--- src/hw/rtl/gtpvc_pkg.sv ---
// Shared constants for the go-to-pose velocity controller.
// No dependencies; every other file in hw/rtl uses it by scoped name.
`default_nettype none
package gtpvc_pkg;
   localparam int FRAC_BITS  = 16;
   localparam int W_RS       = (FRAC_BITS < 20) ? 20 - FRAC_BITS : 0;
   localparam int W_LS       = (FRAC_BITS > 20) ? FRAC_BITS - 20 : 0;
   localparam int MUL_W      = 32;
   localparam int PROD_W     = 2 * MUL_W;
   localparam int QUO_W      = 20;
   localparam int NUM_W      = 51;
   localparam int ROOT_W     = 32;
   localparam int RAD_W      = 63;
   localparam int CSR_DATA_W = 20;
   localparam int CSR_IDX_W  = 3;

   localparam logic [CSR_IDX_W-1:0] CSR_LINEAR_GAIN  = 3'd0;
   localparam logic [CSR_IDX_W-1:0] CSR_HEADING_GAIN = 3'd1;
   localparam logic [CSR_IDX_W-1:0] CSR_MIN_LINEAR   = 3'd2;
   localparam logic [CSR_IDX_W-1:0] CSR_MAX_LINEAR   = 3'd3;
   localparam logic [CSR_IDX_W-1:0] CSR_MIN_TURN     = 3'd4;

   localparam logic MODE_ODOM = 1'b0;
   localparam logic MODE_GOAL = 1'b1;

   typedef struct packed {
      logic start;
      logic done;
   } unit_ctl_type;
endpackage
`default_nettype wire

--- src/hw/rtl/gtpvc_mul.sv ---
// Shared 32x32 unsigned multiplier with registered product.
// Depends on gtpvc_pkg.
`default_nettype none
module gtpvc_mul (
   input  wire logic                           clock,
   input  wire logic [gtpvc_pkg::MUL_W-1:0]    op_a,
   input  wire logic [gtpvc_pkg::MUL_W-1:0]    op_b,
   output logic      [gtpvc_pkg::PROD_W-1:0]   prod
);
   logic [gtpvc_pkg::PROD_W-1:0] prod_ff;

   always_ff @(posedge clock) begin
      prod_ff <= gtpvc_pkg::PROD_W'(op_a) * gtpvc_pkg::PROD_W'(op_b);
   end

   assign prod = prod_ff;
endmodule
`default_nettype wire

--- src/hw/rtl/gtpvc_sqrt.sv ---
// Bit-serial integer square root, two radicand bits per cycle.
// Depends on gtpvc_pkg.
`default_nettype none
module gtpvc_sqrt (
   input  wire logic                          clock,
   input  wire logic                          reset,
   input  wire logic                          start,
   input  wire logic [gtpvc_pkg::RAD_W-1:0]   radicand,
   output logic                               done,
   output logic      [gtpvc_pkg::ROOT_W-1:0]  root
);
   logic [33:0]                     rem_ff;
   logic [gtpvc_pkg::ROOT_W-1:0]    root_ff;
   logic [63:0]                     val_ff;
   logic [5:0]                      cnt_ff;
   logic                            busy_ff;
   logic                            done_ff;
   logic [35:0]                     shifted;
   logic [35:0]                     trial;

   always_comb begin
      shifted = {rem_ff, val_ff[63:62]};
      trial   = {2'b00, root_ff, 2'b01};
   end

   always_ff @(posedge clock) begin
      if (reset) begin
         busy_ff <= 1'b0;
         done_ff <= 1'b0;
      end else begin
         done_ff <= 1'b0;
         if (start) begin
            rem_ff  <= '0;
            root_ff <= '0;
            val_ff  <= {1'b0, radicand};
            cnt_ff  <= 6'd32;
            busy_ff <= 1'b1;
         end else if (busy_ff) begin
            if (shifted >= trial) begin
               rem_ff  <= 34'(shifted - trial);
               root_ff <= {root_ff[gtpvc_pkg::ROOT_W-2:0], 1'b1};
            end else begin
               rem_ff  <= shifted[33:0];
               root_ff <= {root_ff[gtpvc_pkg::ROOT_W-2:0], 1'b0};
            end
            val_ff <= {val_ff[61:0], 2'b00};
            cnt_ff <= cnt_ff - 6'd1;
            if (cnt_ff == 6'd1) begin
               busy_ff <= 1'b0;
               done_ff <= 1'b1;
            end
         end
      end
   end

   assign done = done_ff;
   assign root = root_ff;
endmodule
`default_nettype wire

--- src/hw/rtl/gtpvc_div.sv ---
// Restoring divider, one quotient bit per cycle; quotient known to fit QUO_W bits.
// Depends on gtpvc_pkg.
`default_nettype none
module gtpvc_div (
   input  wire logic                          clock,
   input  wire logic                          reset,
   input  wire gtpvc_pkg::unit_ctl_type       ctl_in,
   input  wire logic [gtpvc_pkg::NUM_W-1:0]   numer,
   input  wire logic [gtpvc_pkg::ROOT_W-1:0]  denom,
   output gtpvc_pkg::unit_ctl_type            ctl_out,
   output logic      [gtpvc_pkg::QUO_W-1:0]   quot
);
   localparam int HI_W = gtpvc_pkg::NUM_W - gtpvc_pkg::QUO_W;

   logic [gtpvc_pkg::ROOT_W-1:0]  rem_ff;
   logic [gtpvc_pkg::QUO_W-1:0]   low_ff;
   logic [gtpvc_pkg::QUO_W-1:0]   quot_ff;
   logic [4:0]                    cnt_ff;
   logic                          busy_ff;
   logic                          done_ff;
   logic [gtpvc_pkg::ROOT_W:0]    trial;

   assign trial = {rem_ff, low_ff[gtpvc_pkg::QUO_W-1]};

   always_ff @(posedge clock) begin
      if (reset) begin
         busy_ff <= 1'b0;
         done_ff <= 1'b0;
      end else begin
         done_ff <= 1'b0;
         if (ctl_in.start) begin
            rem_ff  <= gtpvc_pkg::ROOT_W'(numer[gtpvc_pkg::NUM_W-1 -: HI_W]);
            low_ff  <= numer[gtpvc_pkg::QUO_W-1:0];
            quot_ff <= '0;
            cnt_ff  <= 5'(gtpvc_pkg::QUO_W);
            busy_ff <= 1'b1;
         end else if (busy_ff) begin
            if (trial >= {1'b0, denom}) begin
               rem_ff  <= gtpvc_pkg::ROOT_W'(trial - {1'b0, denom});
               quot_ff <= {quot_ff[gtpvc_pkg::QUO_W-2:0], 1'b1};
            end else begin
               rem_ff  <= trial[gtpvc_pkg::ROOT_W-1:0];
               quot_ff <= {quot_ff[gtpvc_pkg::QUO_W-2:0], 1'b0};
            end
            low_ff <= {low_ff[gtpvc_pkg::QUO_W-2:0], 1'b0};
            cnt_ff <= cnt_ff - 5'd1;
            if (cnt_ff == 5'd1) begin
               busy_ff <= 1'b0;
               done_ff <= 1'b1;
            end
         end
      end
   end

   always_comb begin
      ctl_out       = '0;
      ctl_out.start = busy_ff;
      ctl_out.done  = done_ff;
   end
   assign quot = quot_ff;
endmodule
`default_nettype wire

--- src/hw/rtl/go_to_pose_velocity_controller_unit.sv ---
// Top level of the go-to-pose velocity controller: sequencer, pose and CSRs.
// Depends on gtpvc_pkg, gtpvc_mul, gtpvc_sqrt and gtpvc_div.
//
//   channel  dir  handshake            word
//   req_     in   req_valid/req_ready  mode, coord_x, coord_y, angle, tolerance
//   rsp_     out  rsp_valid/rsp_ready  vel_x, vel_y, turn_rate, still_moving
//   csr_     in   csr_wen              csr_index, csr_wdata (no read-back)
//
// An odometry word is absorbed in the cycle it is accepted and yields no response.
// A goal word holds the sequencer for eight passes through the shared 32x32 multiplier,
// the normalize steps, a square root wait and two divide waits; zero linear gain or zero
// distance skips straight to the final step. req_ready is high only in idle.
// The response register holds its word until taken; the final step stalls while an
// earlier response is still waiting. Reset is synchronous.
`default_nettype none
module go_to_pose_velocity_controller_unit (
   input  wire logic                                clock,
   input  wire logic                                reset,
   input  wire logic                                req_valid,
   output logic                                     req_ready,
   input  wire logic                                req_mode,
   input  wire logic signed [31:0]                  req_coord_x,
   input  wire logic signed [31:0]                  req_coord_y,
   input  wire logic signed [15:0]                  req_angle,
   input  wire logic [30:0]                         req_tolerance,
   output logic                                     rsp_valid,
   input  wire logic                                rsp_ready,
   output logic signed [31:0]                       rsp_vel_x,
   output logic signed [31:0]                       rsp_vel_y,
   output logic signed [31:0]                       rsp_turn_rate,
   output logic                                     rsp_still_moving,
   input  wire logic                                csr_wen,
   input  wire logic [gtpvc_pkg::CSR_IDX_W-1:0]     csr_index,
   input  wire logic [gtpvc_pkg::CSR_DATA_W-1:0]    csr_wdata
);
   typedef enum logic [4:0] {
      S_IDLE, S_AX, S_AY, S_TOL, S_CMP, S_W, S_WCAP, S_NORM, S_NX, S_NY, S_SUM,
      S_SQ, S_SQW, S_MX, S_DX, S_DXW, S_MY, S_DY, S_DYW, S_OUT
   } state_type;

   localparam logic [63:0] W_LIM = 64'h0000_0000_7FFF_FFFF;

   state_type state_ff;

   // configuration
   logic [15:0] lin_gain_ff, head_gain_ff;
   logic [19:0] min_lin_ff, max_lin_ff, min_turn_ff;

   // pose
   logic signed [31:0] pose_x_ff, pose_y_ff;
   logic signed [15:0] pose_h_ff;

   // working registers for one goal
   logic [31:0] ax_ff, ay_ff;
   logic        dx_neg_ff, dy_neg_ff, e_neg_ff;
   logic [16:0] e_mag_ff;
   logic [30:0] tol_ff;
   logic [63:0] acc_ff;
   logic [31:0] m_ff;
   logic [19:0] vx_ff, vy_ff;
   logic [30:0] w_ff;
   logic        moving_ff;

   // response register
   logic        rsp_valid_ff;
   logic [31:0] vel_x_ff, vel_y_ff, turn_ff;
   logic        still_ff;

   // shared multiplier operands
   logic [31:0] mul_a, mul_b;
   logic [63:0] prod;

   // goal capture
   logic signed [32:0] dx, dy;
   logic signed [16:0] de;
   logic [31:0]        big;
   logic [63:0]        w_shift;
   logic [19:0]        vx_db, vy_db;
   logic [30:0]        w_db;

   gtpvc_pkg::unit_ctl_type div_ctl, div_stat;
   logic                    sq_start, sq_done;
   logic [31:0]             sq_root;
   logic [19:0]             div_q;

   assign dx  = 33'(req_coord_x) - 33'(pose_x_ff);
   assign dy  = 33'(req_coord_y) - 33'(pose_y_ff);
   assign de  = 17'(req_angle) - 17'(pose_h_ff);
   assign big = (ax_ff > ay_ff) ? ax_ff : ay_ff;
   assign w_shift = (prod >> gtpvc_pkg::W_RS) << gtpvc_pkg::W_LS;

   // drop components strictly inside the deadband
   assign vx_db = (vx_ff < min_lin_ff) ? 20'd0 : vx_ff;
   assign vy_db = (vy_ff < min_lin_ff) ? 20'd0 : vy_ff;
   assign w_db  = (31'(min_turn_ff) > w_ff) ? 31'd0 : w_ff;

   // operand select for the shared multiplier
   always_comb begin
      mul_a = ax_ff;
      mul_b = ax_ff;
      case (state_ff)
         S_AX, S_NX: begin
            mul_a = ax_ff;
            mul_b = ax_ff;
         end
         S_AY, S_NY: begin
            mul_a = ay_ff;
            mul_b = ay_ff;
         end
         S_TOL: begin
            mul_a = 32'(tol_ff);
            mul_b = 32'(tol_ff);
         end
         S_W: begin
            mul_a = 32'(e_mag_ff);
            mul_b = 32'(head_gain_ff);
         end
         S_MX: begin
            mul_a = 32'(max_lin_ff);
            mul_b = ax_ff;
         end
         S_MY: begin
            mul_a = 32'(max_lin_ff);
            mul_b = ay_ff;
         end
         default: begin
            mul_a = ax_ff;
            mul_b = ax_ff;
         end
      endcase
   end

   gtpvc_mul u_mul (
      .clock (clock),
      .op_a  (mul_a),
      .op_b  (mul_b),
      .prod  (prod)
   );

   assign sq_start = (state_ff == S_SQ);

   gtpvc_sqrt u_sqrt (
      .clock    (clock),
      .reset    (reset),
      .start    (sq_start),
      .radicand (acc_ff[gtpvc_pkg::RAD_W-1:0]),
      .done     (sq_done),
      .root     (sq_root)
   );

   always_comb begin
      div_ctl       = '0;
      div_ctl.start = (state_ff == S_DX) || (state_ff == S_DY);
   end

   gtpvc_div u_div (
      .clock   (clock),
      .reset   (reset),
      .ctl_in  (div_ctl),
      .numer   (prod[gtpvc_pkg::NUM_W-1:0]),
      .denom   (m_ff),
      .ctl_out (div_stat),
      .quot    (div_q)
   );

   always_ff @(posedge clock) begin
      if (reset) begin
         state_ff     <= S_IDLE;
         rsp_valid_ff <= 1'b0;
         lin_gain_ff  <= 16'd256;
         head_gain_ff <= 16'd512;
         min_lin_ff   <= 20'd3277;
         max_lin_ff   <= 20'd13107;
         min_turn_ff  <= 20'd0;
         pose_x_ff    <= '0;
         pose_y_ff    <= '0;
         pose_h_ff    <= '0;
      end else begin
         // register writes; unknown indexes are ignored
         if (csr_wen) begin
            case (csr_index)
               gtpvc_pkg::CSR_LINEAR_GAIN:  lin_gain_ff  <= csr_wdata[15:0];
               gtpvc_pkg::CSR_HEADING_GAIN: head_gain_ff <= csr_wdata[15:0];
               gtpvc_pkg::CSR_MIN_LINEAR:   min_lin_ff   <= csr_wdata;
               gtpvc_pkg::CSR_MAX_LINEAR:   max_lin_ff   <= csr_wdata;
               gtpvc_pkg::CSR_MIN_TURN:     min_turn_ff  <= csr_wdata;
               default: ;
            endcase
         end

         // drop the taken response unless the final step reloads it
         if (rsp_valid_ff && rsp_ready && (state_ff != S_OUT)) begin
            rsp_valid_ff <= 1'b0;
         end

         case (state_ff)
            S_IDLE: begin
               if (req_valid) begin
                  if (req_mode == gtpvc_pkg::MODE_ODOM) begin
                     // odometry: store pose and stay idle
                     pose_x_ff <= req_coord_x;
                     pose_y_ff <= req_coord_y;
                     pose_h_ff <= req_angle;
                  end else begin
                     ax_ff     <= dx[32] ? 32'(-dx) : dx[31:0];
                     ay_ff     <= dy[32] ? 32'(-dy) : dy[31:0];
                     dx_neg_ff <= dx[32];
                     dy_neg_ff <= dy[32];
                     e_mag_ff  <= de[16] ? 17'(-de) : de;
                     e_neg_ff  <= de[16];
                     tol_ff    <= req_tolerance;
                     vx_ff     <= '0;
                     vy_ff     <= '0;
                     state_ff  <= S_AX;
                  end
               end
            end
            S_AX: state_ff <= S_AY;
            S_AY: begin
               acc_ff   <= prod;
               state_ff <= S_TOL;
            end
            S_TOL: begin
               acc_ff   <= acc_ff + prod;
               state_ff <= S_CMP;
            end
            S_CMP: begin
               // distances of 2^31 or more always count as moving
               moving_ff <= ax_ff[31] | ay_ff[31] | (acc_ff > prod);
               state_ff  <= S_W;
            end
            S_W: state_ff <= S_WCAP;
            S_WCAP: begin
               w_ff <= (w_shift > W_LIM) ? W_LIM[30:0] : w_shift[30:0];
               if ((lin_gain_ff == 16'd0) || ((ax_ff | ay_ff) == 32'd0)) begin
                  state_ff <= S_OUT;
               end else begin
                  state_ff <= S_NORM;
               end
            end
            S_NORM: begin
               // bring the larger magnitude into [2^30, 2^31)
               if (big[31]) begin
                  ax_ff    <= ax_ff >> 1;
                  ay_ff    <= ay_ff >> 1;
                  state_ff <= S_NX;
               end else if (!big[30]) begin
                  ax_ff <= ax_ff << 1;
                  ay_ff <= ay_ff << 1;
               end else begin
                  state_ff <= S_NX;
               end
            end
            S_NX: state_ff <= S_NY;
            S_NY: begin
               acc_ff   <= prod;
               state_ff <= S_SUM;
            end
            S_SUM: begin
               acc_ff   <= acc_ff + prod;
               state_ff <= S_SQ;
            end
            S_SQ: state_ff <= S_SQW;
            S_SQW: begin
               if (sq_done) begin
                  m_ff     <= sq_root;
                  state_ff <= S_MX;
               end
            end
            S_MX: state_ff <= S_DX;
            S_DX: state_ff <= S_DXW;
            S_DXW: begin
               if (div_stat.done) begin
                  vx_ff    <= div_q;
                  state_ff <= S_MY;
               end
            end
            S_MY: state_ff <= S_DY;
            S_DY: state_ff <= S_DYW;
            S_DYW: begin
               if (div_stat.done) begin
                  vy_ff    <= div_q;
                  state_ff <= S_OUT;
               end
            end
            S_OUT: begin
               // hold until the response register is free
               if (!rsp_valid_ff || rsp_ready) begin
                  vel_x_ff     <= dx_neg_ff ? 32'(-{12'd0, vx_db}) : {12'd0, vx_db};
                  vel_y_ff     <= dy_neg_ff ? 32'(-{12'd0, vy_db}) : {12'd0, vy_db};
                  turn_ff      <= e_neg_ff ? 32'(-{1'b0, w_db}) : {1'b0, w_db};
                  still_ff     <= moving_ff;
                  rsp_valid_ff <= 1'b1;
                  state_ff     <= S_IDLE;
               end
            end
            default: state_ff <= S_IDLE;
         endcase
      end
   end

   assign req_ready        = (state_ff == S_IDLE);
   assign rsp_valid        = rsp_valid_ff;
   assign rsp_vel_x        = vel_x_ff;
   assign rsp_vel_y        = vel_y_ff;
   assign rsp_turn_rate    = turn_ff;
   assign rsp_still_moving = still_ff;
endmodule
`default_nettype wire

--- config.mk ---
export PLATFORM = sky130hd
export DESIGN_NAME = go_to_pose_velocity_controller_unit
export DESIGN_NICKNAME = d
export VERILOG_FILES = /design/src/hw/rtl/gtpvc_pkg.sv /design/src/hw/rtl/gtpvc_mul.sv /design/src/hw/rtl/gtpvc_sqrt.sv /design/src/hw/rtl/gtpvc_div.sv /design/src/hw/rtl/go_to_pose_velocity_controller_unit.sv
export SDC_FILE = /design/constraint.sdc
export NUM_CORES = 2
export LEC_CHECK = 0
export BUFFER_PORTS_ARGS = -buffer_cell sky130_fd_sc_hd__buf_2
export CELL_PAD_IN_SITES_DETAIL_PLACEMENT = 0
export CELL_PAD_IN_SITES_GLOBAL_PLACEMENT = 2
export CORE_UTILIZATION = 26
export DETAILED_ROUTE_END_ITERATION = 10
export PLACE_DENSITY_LB_ADDON = 0.1
export SLEW_MARGIN = 20
export SYNTH_ARGS = -nofsm -noshare
export SYNTH_HDL_FRONTEND = slang
export SYNTH_SLANG_ARGS = --single-unit
--- constraint.sdc ---
create_clock -name clock -period 30.4 [get_ports clock]
set_input_delay 4.56 -clock clock [delete_from_list [all_inputs] [get_ports clock]]
set_output_delay 4.56 -clock clock [all_outputs]
set_load 0.01 [all_outputs]
# Word-level counts from Yosys, hierarchy flattened
# Index checks and enable logic that the tools add are counted.
# word_totals
ff_bits,839
romBits,0
latchBits,0
in_bits,140
output_inout_bits,99
elab_cells,214
ramBits,0
n_memories,0
# op_classes
shifts,0
order_cmp,8
add_sub_neg,14
muxes,64
div,0
n_reduce_logical,40
n_mul,1
n_eq_ne,34
n_bitwise,7
# op_table
op,n
$mux 32,14
$mux 20,10
$pmux 32 s2,2
$pmux 32 s4,1
$pmux 64 s2,1
$pmux 5 s20,1
$pmux 32 s3,1
$mux 31,3
$pmux 20 s2,2
$mux 34,2
$sub 32x32->33,2
$add 64x64->64,1
$gt 64x64->1,1
$mul 32x32->64,1
$mux 64,1
$neg 20->32,2
$neg 32->32,2
$mux 63,1
$gt 60x31->1 const B,1
$mux 5,10
$eq 5x4->1 const B,8
$lt 20x20->1,2
$ge 36x34->1,1
$sub 34x34->34,1
other kinds (42),97

# Depth between registers and ports, before layout
# logic_depth
ltp_word,6
mapped_depth,43
mapped_depth_nobuf,39

# Hierarchy
# Synthesis repeated with hierarchy kept, for this count alone.
# unflattened
cells_unflattened,9393
hier_area_um2,86116.3
# by_module_without_submodules
mod,n_inst,cells_per_inst,area_each_um2
go_to_pose_velocity_controller_unit,1,4458,38399.3
gtpvc_mul,1,3769,34672.0
gtpvc_sqrt,1,623,7450.9
gtpvc_div,1,543,5594.1

# Worst setup path before layout
# OpenSTA, ideal clock, no wires.
# synth_timing
path_kind,input-to-reg
from,input reset
to,register still_ff (netlist: rsp_still_moving) (enable)
arrival_time_ns,12.022
path_slack_ns,17.687
setup_time_ns,0.692
cell_stages,3
n_path_buf,2
path_cell_list,clkbuf_1 > clkbuf_1 > nor3b_1
# synth_via
elab_chain_len,2
# synth_lines
element,line_no,source
start: declaration,go_to_pose_velocity_controller_unit.sv:18,"input wire logic reset,"
$not 1->1 (no line),-,
$reduce_and 3->1 (no line),-,
end signal: assignment,go_to_pose_velocity_controller_unit.sv:292,still_ff <= moving_ff;
end: declaration,go_to_pose_velocity_controller_unit.sv:67,logic still_ff;
# Every way passes these cells.
# A chain may end at the register's enable or synchronous reset.

# Worst setup path in the final report
# layout_timing
from,register state_ff[1]
to,register u_mul.prod_ff (netlist bit u_mul.prod[63])
# layout_via
elab_chain_len,4
word_cells_on_any_way,12
# layout_lines
element,line_no,source
start: declaration,go_to_pose_velocity_controller_unit.sv:43,state_type state_ff;
start signal: assignment,go_to_pose_velocity_controller_unit.sv:168,state_ff <= S_IDLE;
start signal: assignment,go_to_pose_velocity_controller_unit.sv:214,state_ff <= S_AX;
start signal: assignment,go_to_pose_velocity_controller_unit.sv:218,S_AX: state_ff <= S_AY;
"$eq 5x5->1, or another cell as far along",go_to_pose_velocity_controller_unit.sv:101,case (state_ff)
$reduce_or 3->1 (no line) / $reduce_or 2->1 (equally long branches),-,
$pmux 32 s3 / $pmux 32 s4 (equally long branches),go_to_pose_velocity_controller_unit.sv:101,
$mul 32x32->64 (*),gtpvc_mul.sv:13,prod_ff <= gtpvc_pkg::PROD_W'(op_a) * gtpvc_pkg::PROD_W'(op_b);
end signal: assignment,gtpvc_mul.sv:13,
end: declaration,gtpvc_mul.sv:10,logic [gtpvc_pkg::PROD_W-1:0] prod_ff;
# Every way passes the cells marked *; elsewhere a longest branch is shown, timed or not.

==> results.md <==
* Detailed Route WL at 326 mm
* H-Tree Depth at 3
* Port bufs at about 240
* Delay of the slowest cell on the worst path at 1010 ps
* DRC violations left at 0
* Vias in the first global route at 68,402
* Routed via count at approximately 65,000
* Multi-input gate area at 53,900 µm²
* Final ANT Viol Nets at 0
* Yosys top cell area share at a little over a fifth
* Layout overhead on the synthesized area at 12.8%
* Synth async-reset ratio at 0%
* Worst path required time at 31,110 ps
* Reg2reg setup slack at 18,140 ps
* Minimum clock period at around 12,000 ps
* Worst r2r path cells at 33
* Worst-Skew Late Latency at roughly 900 ps
* # Max-Cap Violations at 0
* Post-synthesis sequential area ratio at 27.4%
* #FFs+latches synth at 839
* Yosys cell types at 106
* Setup Fix Bufs, Post-CTS at 0
* Fin crit share at 40.3%
* Critical path's most frequent cell: fa_1
* Reg area at 22,700 µm²
* Global-route wire length before repair at 480 mm
* Startpoint Class: register
* Clock net sink count at 839
* Syn Inst Count at 9,216
* Critical path class: reg2reg
* Initial antenna violation count at 28
* Post-detail-place hpwl at 259 mm
* Post-CTS Hold Buffers at 0
* Largest net degree at the start of global routing at 126
* Relative slew margins at 23.3%
* CTS Buf Count at ~120
* 1st-pass router iterations at 6
* CTS Root Cell: clkbuf_16
* IO Count at ~240
* Post-CTS Resized at 0
* Slowest library cell on the worst path: a221o_1
* Ys Warns at 0
* Fin. Hold Viols at 0
* Layout cell share with drive strength beyond 1 at 8.31%
* Congestion Overflow GR at 0
* Worst-path fanout max at 42
* GP Congestion at 0.867
* Skew final at 113 ps
* Most frequent cell after synthesis: inv_1
* Status: complete, no violations
* Nets at between 10,000 and 15,000
* Clk pin slew, worst setup/hold paths at around 60 ps
* CP Capture Type: register
* TNS Setup at 0 ps
* FP Rows at 207
* Ranking of synthesized cells by area: fa_1, edfxtp_1, ha_1
* Hold Path Class: reg2reg
* Slew @ Worst Pin at about 1200 ps
* Initial core utilization at a little over a quarter
* Via density at about 4.8
* Syn Std Cell Area at 83,100 µm²
* Ys flop type: edfxtp_1
* Die area at 322,000 µm²
* Hold path cells at 0
* Final Max Tran Viols at 0
* Setup violators final at 0
* Core ar. at 318,000 µm²
* CTS tree: done
* Overall Global Routing Usage at 20.1%
* Die width at 567 µm
* DRT iter0 DRCs at roughly 4,300
* Area leader, netlist: fa_1
* Routed wire length per instance at 24.0 µm
* Syn Nets at 10,925
* RSZ-0062 raised after global routing: false
* Fmax at approximately 82 MHz
* Fill count at 33,819
* Clk buf depth at 4
* Crit path arrival time at 12,970 ps
* Top cells by count, synth: inv_1, nand2_1, nor2_1, fa_1, ha_1
* Die H at 567 µm
* Syn_area_per_cell at 9.02 µm²
* Number of synthesized flops with an enable pin at around 590
[cells in the final DEF, fill, tap and decap left out, drive strengths merged, types with 140 or more instances in the layout]
master     n
a21oi    628
nor2    1047
dfxtp    246
edfxtp   593
inv     1414
buf      403
nand2   1171
clkbuf   140
o21ai    302
fa       901
ha       668
xnor2    247
[cell type report]
type | count | share of cell area [%]
Multi-Input combinational cell | 6544 | 57.5
Sequential cell | 839 | 24.2
Inverter | 1415 | 5.67
Tap cell | 4180 | 5.58
Clock buffer | 140 | 3.35
Timing Repair Buffer | 403 | 2.61
Clock inverter | 78 | 0.993
Antenna cell | 10 | 0.0267
[worst max-delay path, delay by kind of cell, from the launching register on]
kind | cells | cell delay (ps)
adders and majority gates | 9 | 4730
AOI/OAI and AO/OA | 9 | 3410
and+or+nand+nor | 9 | 1990
buffers and inverters | 5 | 1070
DFF | 1 | 670
xor gates and xnor gates | 1 | 130
[layer usage]
layer	vias up	track usage (%)	routed length, µm
met3	298	1.89	12700
met2	1306	34.2	154000
met5	-	0	27
met4	4	4.74	8520
met1	32759	27.5	151000
li1	30444	-	-
[kinds of logic (layout without fill, tap and decap cells)]
family                     count (synthesis)  after routing  synth area share, %
buffers and inverters                   1833           2036                 8.33
AOI/OAI and AO/OA                       1606           1606                 12.2
and+or+nand+nor                         2888           2888                 15.0
other                                      0             10                    0
xor gates and xnor gates                 356            356                 3.75
adders and majority gates               1569           1569                 31.8
DFF                                      839            839                 27.4
muxes                                    125            125                 1.61
[metrics by stage]
step,utilization [%],instances,setup WS [ps],hold slack (ps),instance area (µm²)
floorplan,-,9216,17690,400,83100
global placement,28.2,13381,17930,408,89600
detailed placement,28.2,13381,18280,419,89700
CTS,29.5,13599,18170,433,93700
global route,29.5,13605,17620,431,93700
finish,29.5,13609,18140,432,93800
[path summary, 6_finish.rpt]
kind                     from               end
hold reg to reg     moving_ff  rsp_still_moving
setup reg to reg  state_ff[1]    u_mul.prod[63]
setup / recovery  state_ff[1]    u_mul.prod[63]
hold / removal      moving_ff  rsp_still_moving
[state kept, by name (all words and copies together), names as in the netlist, 34 cells and up]
register / count
acc_ff: 64
u_mul.prod: 64
u_sqrt.rem_ff: 34
u_sqrt.val_ff: 64
Power is not shown: default switching activity piles up to over one toggle a cycle in this logic, so the estimate is an artifact.
